<file path="src/design/assert_macros.svh">
// ----------------------------------------------------------------------------
// assert_macros
// Assertion helpers for the RTL.
// ----------------------------------------------------------------------------
`ifndef ASSERT_MACROS_SVH
`define ASSERT_MACROS_SVH

// Clocked assertion, disabled while reset is asserted.
`define CNGH_ASSERT(lbl, clk, rst_n, prop, msg) \
  lbl: assert property (@(posedge clk) disable iff (!rst_n) prop) else $error(msg);

// Same check on the block's own clock and reset.
`define CNGH_ASSERT_CLK(lbl, prop, msg) \
  `CNGH_ASSERT(lbl, clk_i, rst_ni, prop, msg)

`endif

</file>
<file path="src/design/cngh_pkg.sv">
// ----------------------------------------------------------------------------
// cngh_pkg
// Types and constants of the character n-gram bucket hasher.
// ----------------------------------------------------------------------------
`default_nettype none

package cngh_pkg;

  // Register indexes
  localparam logic [1:0] REG_MIN_LEN = 2'd0;
  localparam logic [1:0] REG_MAX_LEN = 2'd1;
  localparam logic [1:0] REG_BUCKETS = 2'd2;

  localparam logic [2:0]  MIN_LEN_RST = 3'd3;
  localparam logic [2:0]  MAX_LEN_RST = 3'd6;
  localparam logic [24:0] BUCKETS_RST = 25'd2000000;

  localparam logic [2:0] GRAM_FLOOR = 3'd2;
  localparam logic [2:0] GRAM_CEIL  = 3'd6;

  // FNV-1a 64: prime = 2^40 + 435
  localparam logic [63:0] FNV_BASIS  = 64'hCBF29CE484222325;
  localparam logic [8:0]  FNV_PR_LO  = 9'd435;
  localparam int          FNV_PR_SHL = 40;

  localparam logic [7:0] OPEN_MARK  = 8'h3C;
  localparam logic [7:0] CLOSE_MARK = 8'h3E;

  // Position width: framed word is at most 14 bytes
  localparam int POS_W = 5;

  typedef struct packed {
    logic [7:0] char_byte;
    logic       end_of_word;
  } in_beat_t;

  typedef struct packed {
    logic [23:0] bucket_index;
    logic [2:0]  gram_length;
    logic        no_ngrams;
    logic        word_truncated;
    logic        last_result;
  } out_beat_t;

  // Controller to datapath
  typedef struct packed {
    logic             store_en;
    logic             word_clear;
    logic             hash_init;
    logic             hash_step;
    logic [POS_W-1:0] pos;
    logic             mod_init;
    logic             mod_step;
    logic             out_load;
    logic [2:0]       out_len;
    logic             out_empty;
    logic             out_last;
  } cmd_t;

  // Datapath to controller
  typedef struct packed {
    logic [POS_W-1:0] flen;
    logic [2:0]       lo;
    logic [2:0]       hi;
  } stat_t;

endpackage

`default_nettype wire

</file>
<file path="src/design/cngh_dp.sv">
// ----------------------------------------------------------------------------
// cngh_dp
// Datapath: config registers, word store, FNV-1a hash, bit-serial modulo.
// ----------------------------------------------------------------------------
`default_nettype none

module cngh_dp #(
  parameter int MAX_WORD_BYTES = 12
) (
  input  wire logic             clk_i,
  input  wire logic             rst_ni,
  input  wire logic             cfg_we_i,
  input  wire logic [1:0]       cfg_idx_i,
  input  wire logic [24:0]      cfg_wdata_i,
  input  wire cngh_pkg::in_beat_t in_data_i,
  input  wire cngh_pkg::cmd_t   cmd_i,
  output cngh_pkg::stat_t       stat_o,
  output cngh_pkg::out_beat_t   out_data_o
);

  localparam int IDX_W = (MAX_WORD_BYTES > 1) ? $clog2(MAX_WORD_BYTES) : 1;
  localparam int PW    = cngh_pkg::POS_W;
  localparam logic [PW-1:0] DEPTH = PW'(MAX_WORD_BYTES);

  logic [2:0]  min_q, max_q;
  logic [24:0] bkt_q;
  logic [7:0]  store_q [MAX_WORD_BYTES];
  logic [PW-1:0] len_q;
  logic        ovf_q;
  logic [63:0] hash_q, hash_d;
  logic [24:0] rem_q, rem_d;
  cngh_pkg::out_beat_t out_q;

  // Config writes
  always_ff @(posedge clk_i or negedge rst_ni) begin
    if (!rst_ni) begin
      min_q <= cngh_pkg::MIN_LEN_RST;
      max_q <= cngh_pkg::MAX_LEN_RST;
      bkt_q <= cngh_pkg::BUCKETS_RST;
    end else if (cfg_we_i) begin
      case (cfg_idx_i)
        cngh_pkg::REG_MIN_LEN: min_q <= cfg_wdata_i[2:0];
        cngh_pkg::REG_MAX_LEN: max_q <= cfg_wdata_i[2:0];
        cngh_pkg::REG_BUCKETS: bkt_q <= cfg_wdata_i;
        default: ;
      endcase
    end
  end

  // Word capture
  always_ff @(posedge clk_i or negedge rst_ni) begin
    if (!rst_ni) begin
      len_q <= '0;
      ovf_q <= 1'b0;
    end else if (cmd_i.word_clear) begin
      len_q <= '0;
      ovf_q <= 1'b0;
    end else if (cmd_i.store_en) begin
      if (len_q < DEPTH) len_q <= len_q + 1'b1;
      else               ovf_q <= 1'b1;
    end
  end

  always_ff @(posedge clk_i) begin
    if (cmd_i.store_en && len_q < DEPTH) store_q[len_q[IDX_W-1:0]] <= in_data_i.char_byte;
  end

  assign stat_o.flen = len_q + PW'(2);
  assign stat_o.lo   = (min_q < cngh_pkg::GRAM_FLOOR) ? cngh_pkg::GRAM_FLOOR : min_q;
  assign stat_o.hi   = (max_q > cngh_pkg::GRAM_CEIL) ? cngh_pkg::GRAM_CEIL : max_q;

  // Framed byte select
  logic [7:0]    fbyte;
  logic [PW-1:0] sidx;
  assign sidx = cmd_i.pos - 1'b1;
  always_comb begin
    if (cmd_i.pos == '0)                    fbyte = cngh_pkg::OPEN_MARK;
    else if (cmd_i.pos + 1'b1 >= stat_o.flen) fbyte = cngh_pkg::CLOSE_MARK;
    else                                    fbyte = store_q[sidx[IDX_W-1:0]];
  end

  // One FNV-1a round per step; during modulo the hash shifts out MSB first
  logic [63:0] hx;
  logic [25:0] rsh;
  logic [24:0] modulus;
  assign hx      = hash_q ^ {{56{fbyte[7]}}, fbyte};
  assign modulus = (bkt_q == '0) ? 25'd1 : bkt_q;
  assign rsh     = {rem_q, hash_q[63]};

  always_comb begin
    hash_d = hash_q;
    rem_d  = rem_q;
    if (cmd_i.hash_init) hash_d = cngh_pkg::FNV_BASIS;
    else if (cmd_i.hash_step)
      hash_d = (hx << cngh_pkg::FNV_PR_SHL) + hx * cngh_pkg::FNV_PR_LO;
    else if (cmd_i.mod_step) begin
      hash_d = {hash_q[62:0], 1'b0};
      // remainder stays below the modulus, so 25 bits hold it
      rem_d  = (rsh >= {1'b0, modulus}) ? 25'(rsh - {1'b0, modulus}) : rsh[24:0];
    end
    if (cmd_i.mod_init) rem_d = '0;
  end

  always_ff @(posedge clk_i) begin
    hash_q <= hash_d;
    rem_q  <= rem_d;
  end

  // Result register
  always_ff @(posedge clk_i) begin
    if (cmd_i.out_load) begin
      out_q.bucket_index   <= cmd_i.out_empty ? 24'd0 : rem_q[23:0];
      out_q.gram_length    <= cmd_i.out_len;
      out_q.no_ngrams      <= cmd_i.out_empty;
      out_q.word_truncated <= ovf_q;
      out_q.last_result    <= cmd_i.out_last;
    end
  end

  assign out_data_o = out_q;

endmodule

`default_nettype wire

</file>
<file path="src/design/cngh_ctrl.sv">
// ----------------------------------------------------------------------------
// cngh_ctrl
// Sequencer: load bytes, walk n-gram lengths and starts, pace hash and modulo.
// ----------------------------------------------------------------------------
`default_nettype none

module cngh_ctrl (
  input  wire logic           clk_i,
  input  wire logic           rst_ni,
  input  wire logic           in_valid_i,
  input  wire logic           in_eow_i,
  output logic                in_stall_o,
  output logic                out_valid_o,
  input  wire logic           out_stall_i,
  input  wire cngh_pkg::stat_t stat_i,
  output cngh_pkg::cmd_t      cmd_o
);

  localparam int PW = cngh_pkg::POS_W;

  localparam logic [2:0] S_LOAD  = 3'd0;
  localparam logic [2:0] S_SETUP = 3'd1;
  localparam logic [2:0] S_START = 3'd2;
  localparam logic [2:0] S_HASH  = 3'd3;
  localparam logic [2:0] S_MOD   = 3'd4;
  localparam logic [2:0] S_FIN   = 3'd5;
  localparam logic [2:0] S_OUT   = 3'd6;

  logic [2:0]    st_q, st_d;
  logic [2:0]    n_q, n_d;
  logic [PW-1:0] i_q, i_d;
  logic [2:0]    j_q, j_d;
  logic [5:0]    b_q, b_d;
  logic          last_q, last_d;

  logic [PW-1:0] nx, end_next;
  logic          is_last;
  assign nx       = PW'(n_q);
  assign end_next = i_q + nx + 1'b1;
  assign is_last  = (end_next > stat_i.flen) &&
                    ((n_q == stat_i.hi) || (nx + 1'b1 > stat_i.flen));

  always_comb begin
    st_d   = st_q;
    n_d    = n_q;
    i_d    = i_q;
    j_d    = j_q;
    b_d    = b_q;
    last_d = last_q;
    cmd_o  = '0;
    cmd_o.pos     = i_q + PW'(j_q);
    cmd_o.out_len = n_q;
    in_stall_o    = 1'b1;
    out_valid_o   = 1'b0;
    case (st_q)
      S_LOAD: begin
        in_stall_o = 1'b0;
        if (in_valid_i) begin
          cmd_o.store_en = 1'b1;
          if (in_eow_i) st_d = S_SETUP;
        end
      end
      // Set up the first n-gram length; if nothing fits, emit the empty marker
      S_SETUP: begin
        n_d = stat_i.lo;
        i_d = '0;
        if (stat_i.lo > stat_i.hi || PW'(stat_i.lo) > stat_i.flen) begin
          cmd_o.out_load  = 1'b1;
          cmd_o.out_empty = 1'b1;
          cmd_o.out_len   = 3'd0;
          cmd_o.out_last  = 1'b1;
          last_d = 1'b1;
          st_d   = S_OUT;
        end else begin
          st_d = S_START;
        end
      end
      S_START: begin
        cmd_o.hash_init = 1'b1;
        j_d  = '0;
        st_d = S_HASH;
      end
      S_HASH: begin
        cmd_o.hash_step = 1'b1;
        j_d = j_q + 1'b1;
        if (j_q == n_q - 1'b1) begin
          cmd_o.mod_init = 1'b1;
          b_d  = '0;
          st_d = S_MOD;
        end
      end
      // 64 restoring steps, one dividend bit each
      S_MOD: begin
        cmd_o.mod_step = 1'b1;
        b_d = b_q + 1'b1;
        if (b_q == 6'd63) st_d = S_FIN;
      end
      S_FIN: begin
        cmd_o.out_load = 1'b1;
        cmd_o.out_last = is_last;
        last_d = is_last;
        st_d   = S_OUT;
      end
      S_OUT: begin
        out_valid_o = 1'b1;
        if (!out_stall_i) begin
          if (last_q) begin
            cmd_o.word_clear = 1'b1;
            st_d = S_LOAD;
          end else begin
            if (end_next <= stat_i.flen) begin
              i_d = i_q + 1'b1;
            end else begin
              n_d = n_q + 1'b1;
              i_d = '0;
            end
            st_d = S_START;
          end
        end
      end
      default: st_d = S_LOAD;
    endcase
  end

  always_ff @(posedge clk_i or negedge rst_ni) begin
    if (!rst_ni) begin
      st_q   <= S_LOAD;
      n_q    <= '0;
      i_q    <= '0;
      j_q    <= '0;
      b_q    <= '0;
      last_q <= 1'b0;
    end else begin
      st_q   <= st_d;
      n_q    <= n_d;
      i_q    <= i_d;
      j_q    <= j_d;
      b_q    <= b_d;
      last_q <= last_d;
    end
  end

endmodule

`default_nettype wire

</file>
<file path="src/design/char_ngram_bucket_hasher_top.sv">
// ----------------------------------------------------------------------------
// char_ngram_bucket_hasher_top
// Subword n-gram hasher: FNV-1a 64 of each framed n-gram, reduced to a bucket.
// ----------------------------------------------------------------------------
// A word is taken one byte beat per cycle while the input is not stalled; the
// beat with end_of_word starts emission. The word first passes a setup state;
// each n-gram then runs through a start state, a hash round per character, the
// bit-serial modulo unit, a load state and an output state. The restoring
// divider produces one quotient bit per cycle. New bytes are stalled during
// emission.
`default_nettype none
`include "assert_macros.svh"

module char_ngram_bucket_hasher_top #(
  parameter int MAX_WORD_BYTES = 12
) (
  input  wire logic                 clk_i,
  input  wire logic                 rst_ni,
  input  wire logic                 cfg_we_i,
  input  wire logic [1:0]           cfg_idx_i,
  input  wire logic [24:0]          cfg_wdata_i,
  input  wire logic                 in_valid_i,
  output logic                      in_stall_o,
  input  wire cngh_pkg::in_beat_t   in_data_i,
  output logic                      out_valid_o,
  input  wire logic                 out_stall_i,
  output cngh_pkg::out_beat_t       out_data_o
);

  cngh_pkg::cmd_t  cmd;
  cngh_pkg::stat_t stat;

  cngh_ctrl u_ctrl (
    .clk_i       (clk_i),
    .rst_ni      (rst_ni),
    .in_valid_i  (in_valid_i),
    .in_eow_i    (in_data_i.end_of_word),
    .in_stall_o  (in_stall_o),
    .out_valid_o (out_valid_o),
    .out_stall_i (out_stall_i),
    .stat_i      (stat),
    .cmd_o       (cmd)
  );

  cngh_dp #(
    .MAX_WORD_BYTES (MAX_WORD_BYTES)
  ) u_dp (
    .clk_i       (clk_i),
    .rst_ni      (rst_ni),
    .cfg_we_i    (cfg_we_i),
    .cfg_idx_i   (cfg_idx_i),
    .cfg_wdata_i (cfg_wdata_i),
    .in_data_i   (in_data_i),
    .cmd_i       (cmd),
    .stat_o      (stat),
    .out_data_o  (out_data_o)
  );

  // Terms for the checks below
  logic empty_beat, empty_shape, last_fire;
  assign empty_beat  = out_valid_o && out_data_o.no_ngrams;
  assign empty_shape = out_data_o.last_result && (out_data_o.gram_length == 3'd0);
  assign last_fire   = out_valid_o && !out_stall_i && out_data_o.last_result;

  // No byte is taken while a result is pending
  `CNGH_ASSERT_CLK(a_stall_on_out, out_valid_o |-> in_stall_o, "input open during emit")
  // Empty marker always closes the word
  `CNGH_ASSERT_CLK(a_empty_last, empty_beat |-> empty_shape, "bad empty marker")
  // Final beat of a word returns to loading
  `CNGH_ASSERT_CLK(a_last_done, last_fire |=> (!out_valid_o && !in_stall_o), "no return to load")

endmodule

`default_nettype wire

</file>
<file path="config.mk">
export PLATFORM = sky130hd
export DESIGN_NAME = char_ngram_bucket_hasher_top
export DESIGN_NICKNAME = d
export VERILOG_FILES = /design/src/design/cngh_pkg.sv /design/src/design/cngh_dp.sv /design/src/design/cngh_ctrl.sv /design/src/design/char_ngram_bucket_hasher_top.sv
export VERILOG_INCLUDE_DIRS = /design/src /design/src/design
export SDC_FILE = /design/constraint.sdc
export NUM_CORES = 1
export LEC_CHECK = 0
export BUFFER_PORTS_ARGS = -buffer_cell sky130_fd_sc_hd__buf_4
export CORE_MARGIN = 8
export CORE_UTILIZATION = 48
export CTS_CLUSTER_SIZE = 12
export DETAILED_ROUTE_END_ITERATION = 10
export GPL_TIMING_DRIVEN = 0
export PLACE_DENSITY = 0.66
export REMOVE_ABC_BUFFERS = 1
export SYNTH_ARGS = -nofsm -noshare
export SYNTH_HDL_FRONTEND = slang
export SYNTH_HIERARCHICAL = 1
export SYNTH_SLANG_ARGS = --single-unit
</file>
<file path="constraint.sdc">
create_clock -name clk_i -period 9 [get_ports clk_i]
set_input_delay 0.45 -clock clk_i [delete_from_list [all_inputs] [get_ports clk_i]]
set_output_delay 0.45 -clock clk_i [all_outputs]
set_load 0.02 [all_outputs]
</file>
==> summary.txt <==
Clock network
  – Clk slew on worst S/H paths: 60 ps
  – Root buffer cell: clkbuf_16
  – Longest Clk Path Bufs: 3
  – Cts bufs inserted: 34
  – Clk sinks: 273
  – CTS tree: done
  – Worst-skew pair later-pin latency: 570 ps
  – H-Tree Depth: 2

GRT
  – Pin count of the biggest net entering global routing: 77
  – Global-route wire length before repair: 107800 um
  – Total GRT Usage: 20.96%
  – Grt total ovfl: 0
  – Vias in the first global route: 20400
  – Antenna violations before repair: 0

Yosys
  – Post-Syn Area: 26410 um^2
  – Synth top cells by count: inv_1 (449), fa_1 (231), ha_1 (193)
  – Mean Syn Cell Area: 9.441 um^2
  – Yosys reg bits: 273
  – Cells after Synth: 2797
  – Post-synth EDFFs: 126
  – Dominant cell type by area after synthesis: fa_1
  – Main synth FF type: edfxtp_1
  – Synth top area share: 17.51%
  – Post-synthesis sequential area ratio: 26.63%
  – Ys Warns: 6
  – Synth area leaders: fa_1 (18%), edfxtp_1 (14%), ha_1 (9.1%)
  – Asr flop ratio synth: 21.25%
  – Cell variety after synth: 92
  – Count leader, synth: inv_1

Cells and area
  – Reg area: 7034 um^2
  – Final Cell Area: 29260 um^2
  – Antenna cells: 0
  – FILL cells: 4895
  – Multi-input logic area: 17510 um^2
  – Fin util: 53.42%
  – P&R area growth vs syn: 10.81%
  – Layout cell share with drive strength beyond 1: 12.57%
  – # nets final: 3250

Timing
  – Final Hold Viols: 0
  – Fin crit period: 8725 ps
  – Max Clock Skew: 41.74 ps
  – Slew Viols, Final: 0
  – Fmax: 114.6 MHz
  – Worst slew margin: 10.10%
  – Final setup viols: 0
  – Tcrit/Tclk final: 96.94%
  – Slew @ Worst Pin: 1338 ps
  – Hold slack: 134.3 ps

Drt
  – Detail Route Antenna Nets: 0
  – Avg Vias per Cell: 5.668
  – Routed len/inst: 19.12 um
  – DR vias: 19910
  – DR pass1 iterations: 5
  – Final WL: 67170 um
  – Drt drc: 0
  – DRT iter0 DRCs: 1395

Critical path
  – Startpoint types: flip-flop
  – Slowest CP cell: xnor2_1
  – Critical Path Max Stage Delay: 610 ps
  – Crit path max fanout: 9
  – Critical path endpoint category: flip-flop
  – CP Data Required Time: 9420 ps
  – Critical path data arrival time: 9150 ps
  – CP delay by family, top: adder cells
  – CP Class: flip-flop to flip-flop
  – Worst-case reg-to-reg path depth: 29
  – Flop2flop setup slack: 280 ps
  – Critical path depth: 29
  – CP Buf/Inv Count: 6

Floorplanning
  – Die W: 250.5 um
  – Starting density of the core: 48.21%
  – Die area: 62770 um^2
  – Core box area: 54770 um^2
  – Floorplan row count: 86
  – Top-level port count: 73
  – Die height: 250.5 um

Placement
  – Routability cong.: 0.9071
  – Port Buffer Count: 72
  – Dpl hpwl: 51950 um
  – Placed instance area: 27390 um^2

Pwr
  – LEAKAGE: 14.19 nW
  – Switch share: 31.06%
  – Clock power share: 36.1%
  – Net switching power: 0.001261 W
  – P_int: 0.002799 W
  – Sequential power share: 37.4%
  – Power density cells: 138.7 nW/um^2
  – Logic pwr share: 26.5%
  – Peak VDD IR: 0.0001632 V
  – Total power: 0.004059 W

Min path
  – HP Class: primary input to flip-flop
  – Hold Path Stages: 2

Job
  – Max-Cap Viols: 0

Run status
  – Outcome: finished clean
final cells by class:
class,instances,area share (%)
Multi-Input combinational cell,1916,59.84
Sequential cell,273,24.04
Inverter,451,5.794
Timing Repair Buffer,109,3.271
Clock buffer,41,3.207
Tap cell,704,3.010
Clock inverter,19,0.8338
power groups by stage:
| stage | Sequential (W) | Combinational [W] | Clock, W |
|---|---|---|---|
| detailed placement | 0.00154 | 0.00106 | 0 |
| floorplan | 0.00150 | 0.000823 | 0 |
| CTS | 0.00152 | 0.00106 | 0.00149 |
| global placement | 0.00154 | 0.00101 | 0 |
| finish | 0.00152 | 0.00108 | 0.00146 |
| global route | 0.00153 | 0.00120 | 0.00154 |
routing by layer:
layer | part of all wire (%) | routed length [um] | global-route usage, % | vias up
met4 | 2.8 | 1862 | 6.069 | 0
met1 | 44 | 29370 | 27.36 | 9928
met5 | 0 | 0 | 0 | -
li1 | - | - | - | 9406
met3 | 4.4 | 2981 | 2.788 | 110
met2 | 49 | 32950 | 36.08 | 467
stage by stage:
stage	setup TNS, ps	cells	setup WS, ps
floorplan	-39620	2639	-1333
global placement	-192720	3415	-4583
detailed placement	-55350	3425	-1944
CTS	0	3488	2.497
global route	-346.6	3513	-76.13
finish	0	3513	275.3
flip-flops by register name, summed over array words and instances, names as in the netlist, 5 cells and up:
signal / cells
u_dp/hash_q: 64
u_dp/store_q: 96
u_dp/rem_q: 25
u_dp/out_data_o: 30
u_dp/len_q: 5
u_dp/bkt_q: 25
u_ctrl/b_q: 6
u_ctrl/i_q: 5
kinds of logic (layout without fill, tap and decap cells):
family | count (synthesis) | in the layout | synth area share (%)
mux | 105 | 105 | 5.302
flops | 273 | 273 | 26.63
fa+ha+maj | 424 | 424 | 26.66
xor+xnor | 205 | 205 | 7.008
compound gates | 536 | 536 | 13.42
simple gates | 645 | 646 | 12.14
buf+inv | 609 | 620 | 8.842
cells in the final DEF, fill, tap and decap left out, types with 39 or more instances in the layout:
master	count
xnor2_1	128
edfxtp_1	126
nand3_1	47
buf_4	95
a21oi_1	117
a21o_1	57
nor2_1	165
nand2_1	134
dfxtp_1	89
mux2i_1	42
a211oi_1	59
nor3_1	42
fa_1	231
mux2_2	39
ha_1	186
xor2_1	58
o21ai_0	97
dfrtp_1	44
nor2b_1	57
inv_1	447
repair_timing:
item / 4_1_cts / 5_1_grt
pin swaps: 2 / 20
gates cloned: 0 / 2
hold endpoints to repair: 47 / 0
setup buffers: 2 / 23
resized for setup: 19 / 68
endpoints found under the setup margin: 52 / 28
hold buffers: 1 / 0
final timing paths:
check,end,startpoint
max,u_dp/hash_q[43],u_ctrl/i_q[0]
min,u_dp/bkt_q[8],cfg_wdata_i[8]
max reg2reg,u_dp/hash_q[43],u_ctrl/i_q[0]
min reg2reg,u_dp/out_data_o[1],u_dp/ovf_q
max in group asynchronous,u_ctrl/j_q[0],rst_ni
min in group asynchronous,u_ctrl/i_q[3],rst_ni
Power figures use the tool's default switching activity.
